$ cat src/rtl/sva_pkg.sv
// Shared types, constants and helpers for the voice allocator.
`timescale 1ns / 1ps
package sva_pkg;

    localparam int VOICES   = 8;
    localparam int VIDX_W   = (VOICES > 1) ? $clog2(VOICES) : 1;
    localparam int CNT_W    = $clog2(VOICES + 1);
    localparam int MASK_N   = (VOICES < 8) ? VOICES : 8;
    localparam int CLK_W    = 32;
    localparam int RLEN_W   = 20;
    localparam int NOTE_W   = 7;
    localparam int TYPE_W   = 2;
    localparam int KIND_W   = 2;

    localparam logic [RLEN_W-1:0] RLEN_RESET = RLEN_W'(28800);

    localparam logic [KIND_W-1:0] KIND_TICK    = 2'd0;
    localparam logic [KIND_W-1:0] KIND_HIT     = 2'd1;
    localparam logic [KIND_W-1:0] KIND_RELEASE = 2'd2;

    typedef enum logic [1:0] {
        ST_IDLE,
        ST_SCAN,
        ST_FINISH
    } state_t;

    // scan record handed from cell to cell
    typedef struct packed {
        logic              found;
        logic [VIDX_W-1:0] pick;
        logic [CLK_W-1:0]  pick_time;
        logic [CNT_W-1:0]  count;
    } carry_t;

    // current request, seen by every cell
    typedef struct packed {
        logic [KIND_W-1:0] kind;
        logic [NOTE_W-1:0] note;
        logic [TYPE_W-1:0] hit_type;
        logic [CLK_W-1:0]  clock;
        logic [RLEN_W-1:0] rel_len;
    } cell_req_t;

    // voice load at the end of a hit
    typedef struct packed {
        logic              en;
        logic [VIDX_W-1:0] pick;
        logic [NOTE_W-1:0] note;
        logic [TYPE_W-1:0] hit_type;
        logic [CLK_W-1:0]  clock;
    } wb_t;

    function automatic logic [3:0] sat_count(input logic [CNT_W-1:0] c);
        logic [31:0] w;
        w = 32'(c);
        return (w > 32'd15) ? 4'd15 : w[3:0];
    endfunction

endpackage

$ cat src/rtl/sva_cell.sv
// One voice slot: holds the voice state and passes the scan record on.
`timescale 1ns / 1ps
module sva_cell (
    input  logic                        clk,
    input  logic                        rst_n,
    input  logic [sva_pkg::VIDX_W-1:0]  cell_idx,
    input  sva_pkg::cell_req_t          req,
    input  logic                        valid_in,
    input  sva_pkg::carry_t             carry_in,
    input  sva_pkg::wb_t                wb,
    output logic                        valid_out,
    output sva_pkg::carry_t             carry_out,
    output logic                        active
);

    logic                         active_reg, active_next;
    logic                         released_reg, released_next;
    logic [sva_pkg::NOTE_W-1:0]   note_reg, note_next;
    logic [sva_pkg::TYPE_W-1:0]   type_reg, type_next;
    logic [sva_pkg::CLK_W-1:0]    hit_time_reg, hit_time_next;
    logic [sva_pkg::CLK_W-1:0]    rel_time_reg, rel_time_next;
    logic                         valid_reg;
    sva_pkg::carry_t              carry_reg, carry_next;

    logic                         match;
    logic [sva_pkg::CLK_W-1:0]    age;

    assign match = active_reg && (note_reg == req.note) && (type_reg == req.hit_type);
    assign age   = req.clock - rel_time_reg;

    always_comb
    begin
        active_next   = active_reg;
        released_next = released_reg;
        note_next     = note_reg;
        type_next     = type_reg;
        hit_time_next = hit_time_reg;
        rel_time_next = rel_time_reg;
        carry_next    = carry_in;
        if (valid_in)
        begin
            case (req.kind)
                sva_pkg::KIND_HIT:
                begin
                    if (!carry_in.found)
                    begin
                        if (match || !active_reg)
                        begin
                            carry_next.found = 1'b1;
                            carry_next.pick  = cell_idx;
                        end
                        else if (hit_time_reg <= carry_in.pick_time)
                        begin
                            // ties go to the later voice
                            carry_next.pick      = cell_idx;
                            carry_next.pick_time = hit_time_reg;
                        end
                    end
                end
                sva_pkg::KIND_RELEASE:
                begin
                    if (match)
                    begin
                        released_next    = 1'b1;
                        rel_time_next    = req.clock;
                        carry_next.count = carry_in.count + 1'b1;
                    end
                end
                sva_pkg::KIND_TICK:
                begin
                    if (active_reg && released_reg &&
                        age >= sva_pkg::CLK_W'(req.rel_len))
                    begin
                        active_next      = 1'b0;
                        released_next    = 1'b0;
                        hit_time_next    = '1;
                        rel_time_next    = '1;
                        carry_next.count = carry_in.count + 1'b1;
                    end
                end
                default:
                begin
                end
            endcase
        end
        if (wb.en && wb.pick == cell_idx)
        begin
            active_next   = 1'b1;
            released_next = 1'b0;
            note_next     = wb.note;
            type_next     = wb.hit_type;
            hit_time_next = wb.clock;
            rel_time_next = '1;
        end
    end

    always_ff @(posedge clk or negedge rst_n)
    begin
        if (!rst_n)
        begin
            active_reg   <= 1'b0;
            released_reg <= 1'b0;
            valid_reg    <= 1'b0;
        end
        else
        begin
            active_reg   <= active_next;
            released_reg <= released_next;
            valid_reg    <= valid_in;
        end
    end

    always_ff @(posedge clk)
    begin
        note_reg     <= note_next;
        type_reg     <= type_next;
        hit_time_reg <= hit_time_next;
        rel_time_reg <= rel_time_next;
        carry_reg    <= carry_next;
    end

    assign valid_out = valid_reg;
    assign carry_out = carry_reg;
    assign active    = active_reg;

endmodule

$ cat src/rtl/synth_voice_allocator.sv
// Top level of the voice allocator: request handling, sample clock, result register.
//
// Input requests arrive on s_tvalid/s_tready/s_tdata: a sample tick, a note hit
// or a note release. Each request produces exactly one result on
// m_tvalid/m_tready/m_tdata. release_length is loaded through cfg_we/cfg_wdata;
// load it only while no request is in flight (the block does not enforce this).
// A request walks the chain of voice cells, one cell per cycle, then the finish
// state loads the chosen voice on a hit and fills the result register. The
// block takes no new request until the current one has left the finish state,
// since s_tready is high only in the idle state.
// A finished result waits in the output register while the next request is
// accepted and scanned; if the receiver still stalls, that request holds in the
// finish state until the register frees up, and s_tready stays low meanwhile.
// Reset clears all voices, the sample clock and the output valid, and loads
// release_length with 28800. No clearing pass is needed.
`timescale 1ns / 1ps
module synth_voice_allocator (
    input  logic        clk,
    input  logic        rst_n,
    input  logic        s_tvalid,
    output logic        s_tready,
    input  logic [15:0] s_tdata,    // kind[1:0], note[8:2], hit_type[10:9], zero fill
    output logic        m_tvalid,
    input  logic        m_tready,
    output logic [15:0] m_tdata,    // voice[2:0], stolen[3], released_count[7:4],
                                    // active_mask[15:8]
    input  logic        cfg_we,
    input  logic [19:0] cfg_wdata   // release_length
);

    localparam int N = sva_pkg::VOICES;

    sva_pkg::state_t                state_reg, state_next;
    logic                           start_reg;
    logic [sva_pkg::KIND_W-1:0]     kind_reg;
    logic [sva_pkg::NOTE_W-1:0]     note_reg;
    logic [sva_pkg::TYPE_W-1:0]     type_reg;
    logic [sva_pkg::CLK_W-1:0]      clock_reg;
    logic [sva_pkg::RLEN_W-1:0]     rel_len_reg;
    sva_pkg::carry_t                fin_reg;
    logic                           out_valid_reg;
    logic [15:0]                    out_data_reg, out_data_next;

    logic                           accept;
    logic                           fire;
    logic                           is_hit;
    sva_pkg::cell_req_t             req;
    sva_pkg::wb_t                   wb;
    sva_pkg::carry_t                init_carry;
    sva_pkg::carry_t                co [N];
    logic [N-1:0]                   cv;
    logic [N-1:0]                   act;
    logic [N-1:0]                   act_after;
    logic [7:0]                     mask;
    logic [31:0]                    pick_w;

    assign accept = s_tvalid && s_tready;
    assign is_hit = (kind_reg == sva_pkg::KIND_HIT);

    assign req.kind     = kind_reg;
    assign req.note     = note_reg;
    assign req.hit_type = type_reg;
    assign req.clock    = clock_reg;
    assign req.rel_len  = rel_len_reg;

    assign init_carry.found     = 1'b0;
    assign init_carry.pick      = '0;
    assign init_carry.pick_time = '1;
    assign init_carry.count     = '0;

    genvar g;
    generate
        for (g = 0; g < N; g++)
        begin : g_cell
            if (g == 0)
            begin : g_first
                sva_cell u_cell (
                    .clk       (clk),
                    .rst_n     (rst_n),
                    .cell_idx  (sva_pkg::VIDX_W'(g)),
                    .req       (req),
                    .valid_in  (start_reg),
                    .carry_in  (init_carry),
                    .wb        (wb),
                    .valid_out (cv[g]),
                    .carry_out (co[g]),
                    .active    (act[g])
                );
            end
            else
            begin : g_next
                sva_cell u_cell (
                    .clk       (clk),
                    .rst_n     (rst_n),
                    .cell_idx  (sva_pkg::VIDX_W'(g)),
                    .req       (req),
                    .valid_in  (cv[g-1]),
                    .carry_in  (co[g-1]),
                    .wb        (wb),
                    .valid_out (cv[g]),
                    .carry_out (co[g]),
                    .active    (act[g])
                );
            end
            assign act_after[g] = act[g] ||
                (is_hit && fin_reg.pick == sva_pkg::VIDX_W'(g));
        end
        for (g = 0; g < 8; g++)
        begin : g_mask
            if (g < sva_pkg::MASK_N)
            begin : g_on
                assign mask[g] = act_after[g];
            end
            else
            begin : g_off
                assign mask[g] = 1'b0;
            end
        end
    endgenerate

    // next state
    always_comb
    begin
        state_next = state_reg;
        case (state_reg)
            sva_pkg::ST_IDLE:
            begin
                if (s_tvalid)
                    state_next = sva_pkg::ST_SCAN;
            end
            sva_pkg::ST_SCAN:
            begin
                if (cv[N-1])
                    state_next = sva_pkg::ST_FINISH;
            end
            sva_pkg::ST_FINISH:
            begin
                if (!out_valid_reg || m_tready)
                    state_next = sva_pkg::ST_IDLE;
            end
            default:
            begin
                state_next = sva_pkg::ST_IDLE;
            end
        endcase
    end

    // state outputs
    always_comb
    begin
        s_tready = 1'b0;
        fire     = 1'b0;
        case (state_reg)
            sva_pkg::ST_IDLE:
            begin
                s_tready = 1'b1;
            end
            sva_pkg::ST_FINISH:
            begin
                fire = !out_valid_reg || m_tready;
            end
            default:
            begin
            end
        endcase
    end

    assign wb.en       = fire && is_hit;
    assign wb.pick     = fin_reg.pick;
    assign wb.note     = note_reg;
    assign wb.hit_type = type_reg;
    assign wb.clock    = clock_reg;

    assign pick_w = 32'(fin_reg.pick);

    always_comb
    begin
        out_data_next        = '0;
        out_data_next[2:0]   = is_hit ? pick_w[2:0] : 3'd0;
        out_data_next[3]     = is_hit && !fin_reg.found;
        out_data_next[7:4]   = sva_pkg::sat_count(fin_reg.count);
        out_data_next[15:8]  = mask;
    end

    always_ff @(posedge clk or negedge rst_n)
    begin
        if (!rst_n)
        begin
            state_reg     <= sva_pkg::ST_IDLE;
            start_reg     <= 1'b0;
            clock_reg     <= '0;
            rel_len_reg   <= sva_pkg::RLEN_RESET;
            out_valid_reg <= 1'b0;
        end
        else
        begin
            state_reg <= state_next;
            start_reg <= accept;
            if (cfg_we)
                rel_len_reg <= cfg_wdata;
            if (fire && kind_reg == sva_pkg::KIND_TICK)
                clock_reg <= clock_reg + 1'b1;
            if (fire)
                out_valid_reg <= 1'b1;
            else if (m_tready)
                out_valid_reg <= 1'b0;
        end
    end

    always_ff @(posedge clk)
    begin
        if (accept)
        begin
            kind_reg <= s_tdata[1:0];
            note_reg <= s_tdata[8:2];
            type_reg <= s_tdata[10:9];
        end
        if (state_reg == sva_pkg::ST_SCAN && cv[N-1])
            fin_reg <= co[N-1];
        if (fire)
            out_data_reg <= out_data_next;
    end

    assign m_tvalid = out_valid_reg;
    assign m_tdata  = out_data_reg;

`ifndef ASSERT_OFF
    // the scan record sits in at most one cell at a time
    a_one_cell: assert property (@(posedge clk) disable iff (!rst_n) $onehot0(cv))
        else $error("scan record in more than one cell");

    // the end of the chain is reached only while scanning
    a_end_in_scan: assert property (@(posedge clk) disable iff (!rst_n)
        cv[N-1] |-> state_reg == sva_pkg::ST_SCAN)
        else $error("chain end reached outside scan");

    // an accepted request enters the first cell next cycle
    a_start: assert property (@(posedge clk) disable iff (!rst_n)
        accept |=> start_reg && state_reg == sva_pkg::ST_SCAN)
        else $error("request did not enter the chain");

    // a steal only happens with every voice busy
    a_steal_full: assert property (@(posedge clk) disable iff (!rst_n)
        (state_reg == sva_pkg::ST_FINISH && is_hit && !fin_reg.found) |-> &act)
        else $error("steal with a free voice");
`endif

endmodule
$ cat config.mk
export PLATFORM = sky130hd
export DESIGN_NAME = synth_voice_allocator
export DESIGN_NICKNAME = d
export VERILOG_FILES = /design/src/rtl/sva_pkg.sv /design/src/rtl/sva_cell.sv /design/src/rtl/synth_voice_allocator.sv
export SDC_FILE = /design/constraint.sdc
export NUM_CORES = 2
export LEC_CHECK = 0
export ABC_AREA = 1
export BUFFER_PORTS_ARGS = -buffer_cell sky130_fd_sc_hd__buf_2
export CORE_MARGIN = 2
export CORE_UTILIZATION = 50
export CTS_CLUSTER_SIZE = 20
export DETAILED_ROUTE_END_ITERATION = 6
export PLACE_DENSITY = 0.68
export SYNTH_ARGS = -nofsm -noshare
export SYNTH_HDL_FRONTEND = slang
export SYNTH_SLANG_ARGS = --single-unit
$ cat constraint.sdc
create_clock -name clk -period 8.7 [get_ports clk]
set_input_delay 0.87 -clock clk [delete_from_list [all_inputs] [get_ports clk]]
set_output_delay 0.87 -clock clk [all_outputs]
set_load 0.02 [all_outputs]
==> reports/results.tsv <==
metric	value	unit
ys_ff_latch	974	
vias	58471	
clk_pin_slew	70	ps
viasPerCell	5.57	
worstMarginPinSlew	1370	ps
critPathKind	reg2reg	
drt-total-wl	213000	um
setup_violations	0	
syn_avg_cell_area	7.28	um2
dp.cells	10304	
dr_wl_met2	92200	um
critical-path-top-delay-family	simple AND/OR/NAND/NOR gates	
nets	9450	
synth_fa_ha_area_share	12.9	%
layout_min_cycle_time	5900	ps
grt_overflow	0	
fin_total_pwr	24.6	mW
dp_hpwl	153000	um
start_kind	flip-flop	
grt_pass1_vias	55013	
synth_xor_area_share	3.10	%
syn-num-nets	9408	
crit_slowest_cell	dfrtp_1	
cts-htree-levels	3	
synthSimpleGateAreaFrac	28.6	%
fillerInstances	11893	
outcome	finished, final reports clean	
drc	0	
vdd_drop_max	206	uV
wl_met3	19600	um
finalHoldViolCount	0	
cts_setup_buffers	0	
synth_edf_count	363	
place_congestion	1.00	
cts.sinks	974	
critical-path-max-stage-delay	980	ps
seq_area_frac_synth	37.1	%
rsz0062_at_grt	false	
crit_top_cell	nand2_1	
core_area	126000	um2
numPortBuffers	53	
syn2layout_area_growth	9.21	%
synth_mux_area_share	0.0177	%
endpoint_kind	flip-flop	
cts_resized	0	
final_cell_mix	2504 x nand2_1, 1392 x inv_1, 641 x ha_1	
die_height	360	um
synth_top_family_by_area	simple AND/OR/NAND/NOR gates	
skew	56.5	ps
powerDensity	355	nW/um2
initial_core_util	50.5	%
wl_met1	86900	um
grt_max_degree	65	
synth_warnings	0	
hp-class	in2async	
max_clock_freq	169	MHz
hold_buffers	0	
grt_pass1_wl	319000	um
mostFrequentLayoutCell	nand2_1	
highest_layer	met5	
synth-main-ff-cell	dfxtp_1	
holdWs	35.4	ps
drt_iter0_drc	5993	
min_period_over_period	67.8	%
dieArea	130000	um2
power.switching	11.4	mW
combPwrFrac	55.4	%
arrival	6510	ps
largest_reg_flops	241	
switching_share	46.4	%
crit_chain	ha_1 > nand2_1 > nand3_1 > nand2_1 > nand2_1 > nand2_1 > nand3_1 > xor2_1 > ha_1 > nand2_1 > nor2_1 > nand3_1 > nor3_1 > nor2_1 > nand2_1 > a21oi_1 > nand3_1 > nor2_1 > nand2_1 > nand2_1 > nand2_2 > nand3_2 > nand2_1 > nand3_1	
worstSkewPairLatency	750	ps
die_x	360	um
synth_compound_area_share	8.23	%
cts_made_buffers	104	
cts_buffer_depth	3	
async_reset_ff_share	8.21	%
synth_cell_types	60	
internal-power	13.2	mW
drt_first_pass_iters	6	
num_rows	130	
ant_nets	0	
postSynthCellCount	8718	
io-pin-count	59	
wl_per_cell	20.3	um
root_buffer	clkbuf_16	
totalNegativeSetupSlack	0	ps
syn-cell-area	63500	um2
p_clk_share	19.0	%
cp_num_buf_inv	0	
tritoncts	yes	
drive_gt1_share	4.70	%
leakagePower	36.0	nW
seqPwrFrac	25.5	%
drv_slew	0	
globalRouteTotalUtil	32.2	%
worst-path-max-fanout	36	
antenna_found_initial	5	
maxCapViolCount	0	
cp.required	9310	ps
relSlewSlack	8.67	%
fin_cells	10502	
[final timing paths]
check | from | to | slack [ps] | cells past startpoint
setup / recovery | clock_reg[3] | g_cell[3].g_next.u_cell.rel_time_reg[28] | 2800 | 24
hold / removal | rst_n | rel_len_reg[18] | 40 | 1
setup reg to reg | clock_reg[3] | g_cell[3].g_next.u_cell.rel_time_reg[28] | 2800 | 24
hold reg to reg | g_cell[7].g_next.u_cell.carry_out[39] | fin_reg[39] | 400 | 0
max in group asynchronous | rst_n | g_cell[6].g_next.u_cell.released_reg | 7420 | 2
min in group clk | s_tdata[3] | note_reg[1] | 300 | 1
[layout make-up]
cell class	count	area (um2)	share of cell area, %
Multi-Input combinational cell	6096	33700	48.6
Sequential cell	974	23500	34.0
Inverter	1427	5360	7.73
Clock buffer	149	3010	4.35
Tap cell	1650	2060	2.98
Timing Repair Buffer	157	1050	1.51
Clock inverter	48	627	0.904
Antenna cell	1	2.50	0.00361
[stage by stage]
step	area [um2]	setup slack (ps)	utilization, %
global route	69300	2450	55.1
global placement	65700	3000	52.2
finish	69300	2800	55.1
floorplan	63500	2510	-
CTS	69300	2920	55.1
detailed placement	65700	2900	52.2
[cell usage after synthesis (24+ instances only)]
cell	number	share of area [%]
nand2_1	2504	15
inv_1	1392	8.2
ha_1	641	13
nor2_1	629	3.7
nand3_1	626	4.9
dfxtp_1	531	17
a21oi_1	513	4.0
edfxtp_1	363	17
nand4_1	316	3.1
o21ai_0	259	2.0
xor2_1	166	2.3
clkbuf_1	141	0.83
dfrtp_1	76	3.0
nor3_1	62	0.49
xnor2_1	59	0.81
buf_2	56	0.44
o21bai_1	46	0.54
clkinv_1	30	0.18
nor4_1	24	0.24
[logic make-up after synthesis]
kind of cell	Yosys count
simple gates	4267
buf+inv	1648
flops	974
compound gates	954
fa+ha+maj	649
xor+xnor	225
mux	1
[metal layers]
metal	global-route usage (%)	vias up
met4	17.9	10
met2	50.6	2392
met1	41.9	27126
met3	5.71	544
li1	-	28399
met5	0.666	-
[power by group through the flow]
| stage | sequential [mW] | clock (mW) | combinational, mW |
|---|---|---|---|
| 6_report | 6.29 | 4.69 | 13.6 |
| 5_1_grt | 6.37 | 4.92 | 15.6 |
| 4_1_cts | 6.26 | 4.74 | 13.4 |
| 3_5_place_dp | 6.34 | 0 | 13.3 |
| 3_3_place_gp | 6.32 | 0 | 13.1 |
| 2_1_floorplan | 6.13 | 0 | 10.2 |
(Power assumes the default switching activity.)
